File: src/rtl/core/rle8_pkg.sv
// Shared types and constants for the RLE8 run encoder.
package rle8_pkg;

    localparam int LW_W   = 16;
    localparam int BYTE_W = 8;
    localparam int QDEPTH = 4;

    // Slot positions inside a command, in emission order
    localparam int SLOT_R0  = 0;
    localparam int SLOT_EOL = 1;
    localparam int SLOT_R1  = 2;
    localparam int SLOT_EOB = 3;
    localparam int NSLOT    = 4;

    localparam logic [BYTE_W-1:0] ESC_CODE = 8'h00;
    localparam logic [BYTE_W-1:0] EOL_CODE = 8'h00;
    localparam logic [BYTE_W-1:0] EOB_CODE = 8'h01;

    typedef logic [NSLOT-1:0] slot_mask_t;

    typedef struct packed {
        slot_mask_t        mask;
        logic [BYTE_W-1:0] r0_cnt;
        logic [BYTE_W-1:0] r0_val;
        logic [BYTE_W-1:0] r1_cnt;
        logic [BYTE_W-1:0] r1_val;
    } cmd_t;

endpackage

File: src/rtl/core/rle8_front.sv
// Front end: run tracking, line counting and command generation per pixel.
module rle8_front #(
    parameter int MAX_RUN = 255
) (
    input  logic                       clk,
    input  logic                       rst_n,
    input  logic                       cfg_we,
    input  logic [rle8_pkg::LW_W-1:0]  cfg_wdata,
    input  logic                       accept,
    input  logic [rle8_pkg::BYTE_W-1:0] pixel,
    input  logic                       last_pixel,
    output rle8_pkg::cmd_t             cmd,
    output logic                       has_pairs
);
    import rle8_pkg::*;

    localparam logic [BYTE_W-1:0] MaxRun = BYTE_W'(MAX_RUN);

    logic [LW_W-1:0]   line_width_reg;
    logic [BYTE_W-1:0] run_length_reg;
    logic [BYTE_W-1:0] run_value_reg;
    logic [LW_W-1:0]   column_reg;
    logic              image_start_reg;

    logic [LW_W-1:0]   lw_eff;
    logic              eol;
    logic [BYTE_W-1:0] len_a;
    logic              brk;
    logic              restart;
    logic [BYTE_W-1:0] run_length_next;
    logic [BYTE_W-1:0] run_value_next;
    logic [LW_W-1:0]   column_next;

    always_comb
    begin
        lw_eff  = (line_width_reg == '0) ? LW_W'(1) : line_width_reg;
        eol     = !image_start_reg && (column_reg >= lw_eff);
        len_a   = eol ? '0 : run_length_reg;
        // full run or value change closes the open run
        brk     = (len_a >= MaxRun) || ((len_a != '0) && (pixel != run_value_reg));
        restart = (len_a == '0) || brk;

        run_length_next = restart ? BYTE_W'(1) : len_a + BYTE_W'(1);
        run_value_next  = restart ? pixel : run_value_reg;
        column_next     = (eol ? '0 : column_reg) + LW_W'(1);

        cmd.mask           = '0;
        cmd.mask[SLOT_R0]  = eol ? (run_length_reg != '0) : brk;
        cmd.mask[SLOT_EOL] = eol;
        cmd.mask[SLOT_R1]  = last_pixel;
        cmd.mask[SLOT_EOB] = last_pixel;
        cmd.r0_cnt         = run_length_reg;
        cmd.r0_val         = run_value_reg;
        cmd.r1_cnt         = run_length_next;
        cmd.r1_val         = run_value_next;
        has_pairs          = (cmd.mask != '0);
    end

    always_ff @(posedge clk or negedge rst_n)
    begin
        if (!rst_n)
        begin
            line_width_reg  <= LW_W'(1);
            run_length_reg  <= '0;
            run_value_reg   <= '0;
            column_reg      <= '0;
            image_start_reg <= 1'b1;
        end
        else
        begin
            if (cfg_we)
            begin
                line_width_reg <= cfg_wdata;
            end
            if (accept)
            begin
                if (last_pixel)
                begin
                    run_length_reg  <= '0;
                    run_value_reg   <= '0;
                    column_reg      <= '0;
                    image_start_reg <= 1'b1;
                end
                else
                begin
                    run_length_reg  <= run_length_next;
                    run_value_reg   <= run_value_next;
                    column_reg      <= column_next;
                    image_start_reg <= 1'b0;
                end
            end
        end
    end

endmodule

File: src/rtl/core/rle8_queue.sv
// Small command FIFO between front and back ends.
module rle8_queue (
    input  logic           clk,
    input  logic           rst_n,
    input  logic           push,
    input  rle8_pkg::cmd_t push_cmd,
    input  logic           pop,
    output rle8_pkg::cmd_t head,
    output logic           full,
    output logic           empty
);
    import rle8_pkg::*;

    localparam int PTR_W = $clog2(QDEPTH);
    localparam int CNT_W = $clog2(QDEPTH + 1);

    cmd_t             mem_reg [QDEPTH];
    logic [PTR_W-1:0] wr_ptr_reg;
    logic [PTR_W-1:0] rd_ptr_reg;
    logic [CNT_W-1:0] count_reg;

    assign head  = mem_reg[rd_ptr_reg];
    assign full  = (count_reg == CNT_W'(QDEPTH));
    assign empty = (count_reg == '0);

    always_ff @(posedge clk)
    begin
        if (push)
        begin
            mem_reg[wr_ptr_reg] <= push_cmd;
        end
    end

    always_ff @(posedge clk or negedge rst_n)
    begin
        if (!rst_n)
        begin
            wr_ptr_reg <= '0;
            rd_ptr_reg <= '0;
            count_reg  <= '0;
        end
        else
        begin
            if (push)
            begin
                wr_ptr_reg <= PTR_W'((32'(wr_ptr_reg) + 1) % QDEPTH);
            end
            if (pop)
            begin
                rd_ptr_reg <= PTR_W'((32'(rd_ptr_reg) + 1) % QDEPTH);
            end
            if (push && !pop)
            begin
                count_reg <= count_reg + CNT_W'(1);
            end
            else if (pop && !push)
            begin
                count_reg <= count_reg - CNT_W'(1);
            end
        end
    end

    a_no_push_full: assert property (@(posedge clk) disable iff (!rst_n)
        push |-> !full)
        else $error("queue overflow");

    a_no_pop_empty: assert property (@(posedge clk) disable iff (!rst_n)
        pop |-> !empty)
        else $error("queue underflow");

endmodule

File: src/rtl/core/rle8_back.sv
// Back end: walks the slots of the head command, one pair per cycle while the output is not stalled.
module rle8_back (
    input  logic                        clk,
    input  logic                        rst_n,
    input  rle8_pkg::cmd_t              head,
    input  logic                        q_empty,
    output logic                        pop,
    input  logic                        out_stall,
    output logic                        out_valid,
    output logic [rle8_pkg::BYTE_W-1:0] count_byte,
    output logic [rle8_pkg::BYTE_W-1:0] value_byte,
    output logic                        last_of_item
);
    import rle8_pkg::*;

    slot_mask_t        done_reg;
    slot_mask_t        done_next;
    logic              out_valid_reg;
    logic [BYTE_W-1:0] count_reg;
    logic [BYTE_W-1:0] value_reg;
    logic              last_reg;

    logic              advance;
    logic              take;
    slot_mask_t        pending;
    slot_mask_t        sel;
    slot_mask_t        remaining;
    logic [BYTE_W-1:0] count_next;
    logic [BYTE_W-1:0] value_next;

    always_comb
    begin
        advance   = !out_valid_reg || !out_stall;
        take      = advance && !q_empty;
        pending   = head.mask & ~done_reg;
        sel       = pending & (~pending + slot_mask_t'(1));
        remaining = pending & ~sel;
        pop       = take && (remaining == '0);
        done_next = pop ? '0 : (take ? (done_reg | sel) : done_reg);

        priority if (pending[SLOT_R0])
        begin
            count_next = head.r0_cnt;
            value_next = head.r0_val;
        end
        else if (pending[SLOT_EOL])
        begin
            count_next = ESC_CODE;
            value_next = EOL_CODE;
        end
        else if (pending[SLOT_R1])
        begin
            count_next = head.r1_cnt;
            value_next = head.r1_val;
        end
        else
        begin
            count_next = ESC_CODE;
            value_next = EOB_CODE;
        end
    end

    always_ff @(posedge clk or negedge rst_n)
    begin
        if (!rst_n)
        begin
            done_reg      <= '0;
            out_valid_reg <= 1'b0;
        end
        else
        begin
            done_reg <= done_next;
            if (advance)
            begin
                out_valid_reg <= take;
            end
        end
    end

    always_ff @(posedge clk)
    begin
        if (take)
        begin
            count_reg <= count_next;
            value_reg <= value_next;
            last_reg  <= (remaining == '0);
        end
    end

    assign out_valid    = out_valid_reg;
    assign count_byte   = count_reg;
    assign value_byte   = value_reg;
    assign last_of_item = last_reg;

    a_eob_is_last: assert property (@(posedge clk) disable iff (!rst_n)
        (out_valid_reg && count_reg == ESC_CODE && value_reg == EOB_CODE) |-> last_reg)
        else $error("end-of-bitmap pair not marked last");

    a_stalled_pair_holds: assert property (@(posedge clk) disable iff (!rst_n)
        (out_valid_reg && out_stall) |=> (out_valid_reg && $stable(count_reg)
            && $stable(value_reg) && $stable(last_reg)))
        else $error("stalled pair changed");

endmodule

File: src/rtl/core/bmp_rle8_run_encoder_top.sv
// Top level of the BMP RLE8 encoded-mode run encoder.
// Takes one 8-bit palette pixel per item and emits (count, value) pairs:
// runs of equal pixels up to MAX_RUN long, an end-of-line pair (0,0) when
// the first pixel of a new line arrives after line_width pixels, and after
// the pixel flagged last_pixel the open run plus end-of-bitmap (0,1), then
// the run and column state return to reset. The front end classifies each
// pixel combinationally and pushes a command holding all the pairs it
// causes into a 4-entry queue; while the output does not stall, the back
// end emits one pair per cycle from the queue head through an output
// register. Each item yields 0 to 4 pairs, so a pixel stream with at most
// one pair per pixel runs at one item per cycle while the output does not
// stall; in_stall rises only when the queue is full because the output
// side is slower. line_width (0 acts as 1) is written through
// cfg_we/cfg_wdata and should change only while the encoder is idle.
module bmp_rle8_run_encoder_top #(
    parameter int MAX_RUN = 255
) (
    input  logic                        clk,
    input  logic                        rst_n,
    // line width register
    input  logic                        cfg_we,
    input  logic [rle8_pkg::LW_W-1:0]   cfg_wdata,
    // pixel input channel
    input  logic                        in_valid,
    output logic                        in_stall,
    input  logic [rle8_pkg::BYTE_W-1:0] pixel,
    input  logic                        last_pixel,
    // pair output channel
    output logic                        out_valid,
    input  logic                        out_stall,
    output logic [rle8_pkg::BYTE_W-1:0] count_byte,
    output logic [rle8_pkg::BYTE_W-1:0] value_byte,
    output logic                        last_of_item
);
    import rle8_pkg::*;

    cmd_t front_cmd;
    cmd_t head_cmd;
    logic has_pairs;
    logic accept;
    logic q_full;
    logic q_empty;
    logic pop;

    // queue full is the only back-pressure on pixels
    assign in_stall = q_full;
    assign accept   = in_valid && !q_full;

    rle8_front #(
        .MAX_RUN (MAX_RUN)
    ) u_front (
        .clk        (clk),
        .rst_n      (rst_n),
        .cfg_we     (cfg_we),
        .cfg_wdata  (cfg_wdata),
        .accept     (accept),
        .pixel      (pixel),
        .last_pixel (last_pixel),
        .cmd        (front_cmd),
        .has_pairs  (has_pairs)
    );

    // pixels that only extend a run push nothing
    rle8_queue u_queue (
        .clk      (clk),
        .rst_n    (rst_n),
        .push     (accept && has_pairs),
        .push_cmd (front_cmd),
        .pop      (pop),
        .head     (head_cmd),
        .full     (q_full),
        .empty    (q_empty)
    );

    rle8_back u_back (
        .clk          (clk),
        .rst_n        (rst_n),
        .head         (head_cmd),
        .q_empty      (q_empty),
        .pop          (pop),
        .out_stall    (out_stall),
        .out_valid    (out_valid),
        .count_byte   (count_byte),
        .value_byte   (value_byte),
        .last_of_item (last_of_item)
    );

endmodule
File: config.mk
export PLATFORM = sky130hd
export DESIGN_NAME = bmp_rle8_run_encoder_top
export DESIGN_NICKNAME = d
export VERILOG_FILES = /design/src/rtl/core/rle8_pkg.sv /design/src/rtl/core/rle8_front.sv /design/src/rtl/core/rle8_queue.sv /design/src/rtl/core/rle8_back.sv /design/src/rtl/core/bmp_rle8_run_encoder_top.sv
export SDC_FILE = /design/constraint.sdc
export NUM_CORES = 1
export LEC_CHECK = 0
export ABC_CLOCK_PERIOD_IN_PS = 7000
export BUFFER_PORTS_ARGS = -buffer_cell sky130_fd_sc_hd__buf_2
export CAP_MARGIN = 10
export CORE_UTILIZATION = 49
export DETAILED_ROUTE_END_ITERATION = 6
export HOLD_SLACK_MARGIN = 0.03
export PLACE_DENSITY_LB_ADDON = 0.15
export SLEW_MARGIN = 20
export SYNTH_ARGS = -nofsm -noshare
export SYNTH_HDL_FRONTEND = slang
export SYNTH_SLANG_ARGS = --single-unit
File: constraint.sdc
create_clock -name clk -period 7 [get_ports clk]
set_clock_uncertainty 0.1 [all_clocks]
set_input_delay 1.4 -clock clk [delete_from_list [all_inputs] [get_ports clk]]
set_output_delay 1.4 -clock clk [all_outputs]
set_load 0.02 [all_outputs]
==> results of run 1 <==
-- worst min path at each step --
stage | cells past startpoint | slack (ps) | end | from
2_1_floorplan | 2 | 350 | u_back.done_reg[0]$_DFFE_PN0P_ | u_back.done_reg[0]$_DFFE_PN0P_
3_3_place_gp | 2 | 370 | u_back.done_reg[0]$_DFFE_PN0P_ | u_back.done_reg[0]$_DFFE_PN0P_
3_5_place_dp | 2 | 370 | u_back.done_reg[1]$_DFFE_PN0P_ | u_back.done_reg[1]$_DFFE_PN0P_
4_1_cts | 2 | 390 | u_back.done_reg[1]$_DFFE_PN0P_ | u_back.done_reg[1]$_DFFE_PN0P_
5_1_grt | 2 | 430 | u_back.done_reg[1]$_DFFE_PN0P_ | u_back.done_reg[1]$_DFFE_PN0P_
6_report | 2 | 380 | u_back.done_reg[1]$_DFFE_PN0P_ | u_back.done_reg[1]$_DFFE_PN0P_
-- per-stage QoR --
step,hold slack (ps),power [W],cell area [um2],setup WS [ps]
floorplan,354,0.00264,9530,1930
global placement,371,0.00294,10000,1850
detailed placement,375,0.00297,10000,1690
CTS,388,0.00413,10800,1680
global route,431,0.00430,10800,1190
finish,383,0.00407,10800,1680
-- worst min-delay path, stage by stage, from the launching register on --
cell and delay, ps:
dfrtp_1 330, a31oi_1 40, nor2_1 70
-- layer usage --
| layer | global-route usage, % | share of wire (%) | wire length [um] |
|---|---|---|---|
| met1 | 26.1 | 44 | 8030 |
| met2 | 33.6 | 49 | 9060 |
| met3 | 2.73 | 4.9 | 890 |
| met4 | 5.32 | 1.9 | 353 |
| met5 | 0 | 0 | 0 |
-- kinds of logic after synthesis --
group,Yosys count
AND/OR/NAND/NOR,164
multiplexers,42
XOR/XNOR,19
buffers and inverters,76
AO/OA/AOI/OAI,112
adder cells (fa/ha/maj),25
flip-flops,218
-- layout by cell type (no fill, tap or decap), types with 4 or more instances in the layout --
cell type and instances:
xor2_1 12, o21ai_0 42, nand3_1 9, buf_2 48, clkbuf_8 4, a22o_1 14
nand2b_1 5, nor2_1 24, nor2b_1 9, and3_1 9, a21oi_1 10, o31ai_1 5
clkbuf_1 9, clkbuf_16 23, o2bb2ai_1 15, dfrtp_1 58, and2_1 8, edfxtp_1 157
mux4_2 35, xnor2_1 7, mux2i_1 4, buf_4 10, nor3_1 8, inv_1 42
nand2_1 63, nor4_1 12, ha_1 24
-- area by class of cell --
cell class,instances,share of cell area [%]
flip-flops and latches,218,58.1
inverters,43,1.50
well taps,260,3.03
multi-input cells,362,27.8
clock buffers,36,6.18
clock inverters,6,0.524
repair buffers,58,2.93
-- power by group through the flow --
stage	clock (W)	sequential (W)	combinational, W
2_1_floorplan	0	0.00189	0.000748
3_3_place_gp	0	0.00184	0.00110
3_5_place_dp	0	0.00185	0.00112
4_1_cts	0.00118	0.00183	0.00112
5_1_grt	0.00123	0.00186	0.00122
6_report	0.00114	0.00183	0.00110
==> results.json, run 1 <==
{
  "status": "complete, no violations",
  "synth_xor_area_share_pct": 1.75,
  "grt_overflow": 0,
  "synth_top_cell_area_share_pct": 49.5,
  "clock_latency_ps": 510,
  "synth_top_family_by_area": "multiplexers",
  "max-slew-margin-rel_pct": 28.6,
  "synth_area_mm2": 0.00953,
  "die_x_um": 141,
  "stdcell_count": 983,
  "cts_hold_buffers": 0,
  "reg2reg_from": "u_front.line_width_reg[1]$_DFFE_PN0P_",
  "regToRegSetupSlack_ps": 1680,
  "place_congestion": 0.829,
  "cp.depth": 20,
  "switching_share_pct": 30.6,
  "syn-num-nets": 711,
  "crit_end": "u_queue.count_reg[2]$_DFFE_PN0P_",
  "final-seq-area_mm2": 0.00624,
  "cts.sinks": 218,
  "maxCapViolCount": 0,
  "wl_per_cell_um": 18.7,
  "slew_viol_final": 0,
  "final_core_util_pct": 56.9,
  "ys_seq_elements": 218,
  "synth_area_leaders": "edfxtp_1 (49%), dfrtp_1 (15%), mux4_2 (8.3%)",
  "synth-edff-count": 157,
  "numCtsBuffers": 23,
  "syn2layout_area_growth_pct": 12.9,
  "synthCells": 656,
  "ys_warn_count": 0,
  "worst-path-buf-inv": 1,
  "finalSetupViolCount": 0,
  "rsz0062_at_grt": "false",
  "p_sw_w": 0.00125,
  "synth_common_cells": "edfxtp_1 (157), nand2_1 (63), dfrtp_1 (59)",
  "start_util_pct": 50.4,
  "grt_max_degree": 62,
  "clock-root-buffer": "clkbuf_16",
  "hpwl_um": 11300,
  "placed_cells": 941,
  "intPower_w": 0.00282,
  "core_area_mm2": 0.0189,
  "min_period_over_period_pct": 76.0,
  "synth_area_leader_cell": "edfxtp_1",
  "clockBufferDepth": 3,
  "portBuffers": 48,
  "ys_async_sr_fraction_pct": 28.0,
  "r2r_end": "u_queue.count_reg[2]$_DFFE_PN0P_",
  "routed_wirelength_um": 18300,
  "postCtsSetupBuffers": 0,
  "required_ps": 7340,
  "p_leak_nw": 4.13,
  "synth-compound-area-share_pct": 8.56,
  "worst_ep_arrival_time_ps": 5660,
  "yosysUniqueCellTypes": 57,
  "reg2regPathDepth": 20,
  "cts.clk_slew.worst_paths_ps": 60,
  "hold_violations": 0,
  "synth-simple-area-share_pct": 8.52,
  "critPathLaunchType": "flop",
  "diodes": 0,
  "powerDensity_mw_per_mm2": 379,
  "finalNetCount": 761,
  "fmax_mhz": 188,
  "critical_path_class": "flop to flop",
  "crit_fanout": 13,
  "viasPerCell": 5.55,
  "antenna_found_initial": 0,
  "crit_chain": "nor4_1, a41o_1, ha_1, nand2b_1, a2111oi_0, o41a_1, a31o_2, and2_1, ha_1, and3_1, and3_1, and3_1, a21oi_1, a31oi_4, ha_1, inv_1, fa_1, xor2_1, nor2_1, xor2_1",
  "pin_count": 49,
  "slowest_delay_ps": 560,
  "seq_area_frac_synth_pct": 65.5,
  "clkPwrFrac_pct": 28.1,
  "die_y_um": 141,
  "cts_tree": "done",
  "p_comb_share_pct": 27.0,
  "first_global_vias": 5626,
  "drtAntennaViolNets": 0,
  "drive_gt1_share_pct": 20.3,
  "crit_family": "compound AO/OA/AOI/OAI gates",
  "cts_resized": 0,
  "multi_input_area_mm2": 0.00299,
  "rows": 50,
  "ys.flop_type": "edfxtp_1",
  "htreeDepth": 1,
  "synth_area_per_cell_um2": 14.5,
  "synth-adder-area-share_pct": 3.36,
  "cp-end-kind": "flop",
  "grt_usage_pct": 19.5,
  "drc": 0,
  "tightestPinTransition_ps": 1070,
  "startpoint": "u_front.line_width_reg[1]$_DFFE_PN0P_",
  "fin_tns_setup_ps": 0,
  "pwr-share-seq_pct": 44.9,
  "cp_slowest_cell": "a2111oi_0",
  "synthMuxAreaShare_pct": 9.05,
  "die_area_mm2": 0.0200,
  "drtIter0Drc": 285,
  "fillers": 1538,
  "holdCritPathClass": "flop to flop",
  "min_period_ps": 5320,
  "grt_pass1_wl_um": 30100,
  "largest_reg_flops": 140,
  "via_count": 5458,
  "yosys.cell_count.top_type": "edfxtp_1",
  "dr.pass1.iters": 4,
  "vdd_drop_max_mv": 0.173
}
No activity file was read; power rests on OpenSTA's default activity.
==> run 2: changes to the inputs <==
- ABC_CLOCK_PERIOD_IN_PS: 7000 -> 5100
- clock period: 7 -> 5.1 ns (I/O delays scaled with it)
==> results.json, run 2 (synthesized netlist as in run 1, its figures left out) <==
{
  "status": "complete, no violations",
  "cts.sinks": 218,
  "dr.pass1.iters": 5,
  "slowest_delay_ps": 400,
  "hold_violations": 0,
  "core_area_mm2": 0.0189,
  "portBuffers": 48,
  "slew_viol_final": 0,
  "setup_ws_ps": 334,
  "place_congestion": 0.804,
  "p_leak_nw": 4.21,
  "placed_cells": 945,
  "first_global_vias": 5558,
  "cp_slowest_cell": "dfrtp_1",
  "largest_reg_flops": 140,
  "clockBufferDepth": 3,
  "syn2layout_area_growth_pct": 15.1,
  "rows": 50,
  "drtAntennaViolNets": 0,
  "drc": 0,
  "antenna_found_initial": 0,
  "crit_fanout": 5,
  "maxCapViolCount": 0,
  "diodes": 0,
  "required_ps": 5420,
  "clock-root-buffer": "clkbuf_16",
  "numCtsBuffers": 24,
  "holdCritPathClass": "flop to flop",
  "grt_usage_pct": 19.5,
  "critPathLaunchType": "flop",
  "htreeDepth": 1,
  "start_util_pct": 50.4,
  "min_period_over_period_pct": 93.5,
  "critical_path_class": "flop to flop",
  "regToRegSetupSlack_ps": 330,
  "cts_hold_buffers": 0,
  "grt_max_degree": 42,
  "viasPerCell": 5.56,
  "via_count": 5508,
  "max-slew-margin-rel_pct": 28.2,
  "fmax_mhz": 210,
  "min_period_ps": 4770,
  "wl_per_cell_um": 18.8,
  "grt_pass1_wl_um": 30000,
  "drive_gt1_share_pct": 21.9,
  "power_w": 0.00582,
  "powerDensity_mw_per_mm2": 531,
  "rsz0062_at_grt": "false",
  "cp-end-kind": "flop",
  "pin_count": 49,
  "cts_tree": "done",
  "clock_latency_ps": 510,
  "die_area_mm2": 0.0200,
  "drtIter0Drc": 255,
  "routed_wirelength_um": 18600,
  "die_y_um": 141,
  "grt_overflow": 0,
  "finalNetCount": 768,
  "cts.clk_slew.worst_paths_ps": 60,
  "place_ws_ps": -0.950,
  "worst_ep_arrival_time_ps": 5090,
  "final_common_cell": "edfxtp_1",
  "stdcell_count": 990,
  "die_x_um": 141,
  "hpwl_um": 11700,
  "final_cell_mix": "edfxtp_1 (157), nand2_1 (63), dfrtp_1 (58)",
  "vdd_drop_max_mv": 0.269,
  "tightestPinTransition_ps": 1080,
  "finalSetupViolCount": 0,
  "crit_chain": "nor4_2, a41o_1, ha_1, nand2b_1, a2111oi_4, o41a_1, a31o_2, and2_1, ha_1, and3_1, and3_1, and3_1, a21oi_1, a31oi_4, ha_1, inv_1, fa_1, xor2_1, nor2_1, xor2_1"
}
## run 2: final timing paths
kind | start | end | cells after the start
setup / recovery | u_front.line_width_reg[1]$_DFFE_PN0P_ | u_queue.count_reg[2]$_DFFE_PN0P_ | 20
hold / removal | u_back.done_reg[1]$_DFFE_PN0P_ | u_back.done_reg[1]$_DFFE_PN0P_ | 2
setup reg to reg | u_front.line_width_reg[1]$_DFFE_PN0P_ | u_queue.count_reg[2]$_DFFE_PN0P_ | 20
hold reg to reg | u_back.done_reg[1]$_DFFE_PN0P_ | u_back.done_reg[1]$_DFFE_PN0P_ | 2
max in group asynchronous | rst_n | u_front.line_width_reg[0]$_DFFE_PN1P_ | 2
min in group asynchronous | rst_n | u_back.out_valid$_DFFE_PN0P_ | 1
## run 2: stage by stage
stage	cell area, um2	utilization, %	TNS (ps)	hold slack, ps
global placement	10100	53.5	0	377
finish	11000	58.0	0	391
global route	11000	58.0	0	435
CTS	10900	57.8	0	392
detailed placement	10100	53.5	-0.950	379
floorplan	9530	-	0	354
## run 2: timing repair
| action | CTS | global route |
|---|---|---|
| gates resized for setup | 1 | 3 |
| setup buffers | 0 | 2 |
| endpoints found under the setup margin | 1 | 2 |
| pin swaps | 0 | 1 |
## run 2: area by class of cell
cell class	instances	area (um2)
flip-flops and latches	218	6240
inverters	43	161
repair buffers	64	413
clock buffers	29	661
fillers	1514	7930
well taps	260	325
clock inverters	14	150
multi-input cells	362	3010
## run 2: layer usage
layer | track usage [%] | part of all wire [%] | vias up | wire length (um)
li1 | - | - | 2585 | -
met1 | 26.2 | 43 | 2776 | 8060
met2 | 33.5 | 50 | 125 | 9300
met3 | 2.83 | 5.2 | 22 | 962
met4 | 5.21 | 1.7 | 0 | 311
met5 | 0 | 0 | - | 0
## run 2: report_power, final
| part | internal, W | switching (W) |
|---|---|---|
| registers | 0.00236 | 0.000198 |
| logic | 0.000653 | 0.000866 |
| clock network | 0.00107 | 0.000673 |
| total | 0.00408 | 0.00174 |
## run 2: critical path: cells and delay by family (launching register included)
family	cells	cell delay [ps]
XOR/XNOR	2	310
buffers and inverters	1	60
flip-flops	1	400
AO/OA/AOI/OAI	6	1370
AND/OR/NAND/NOR	7	1440
adder cells (fa/ha/maj)	4	1010
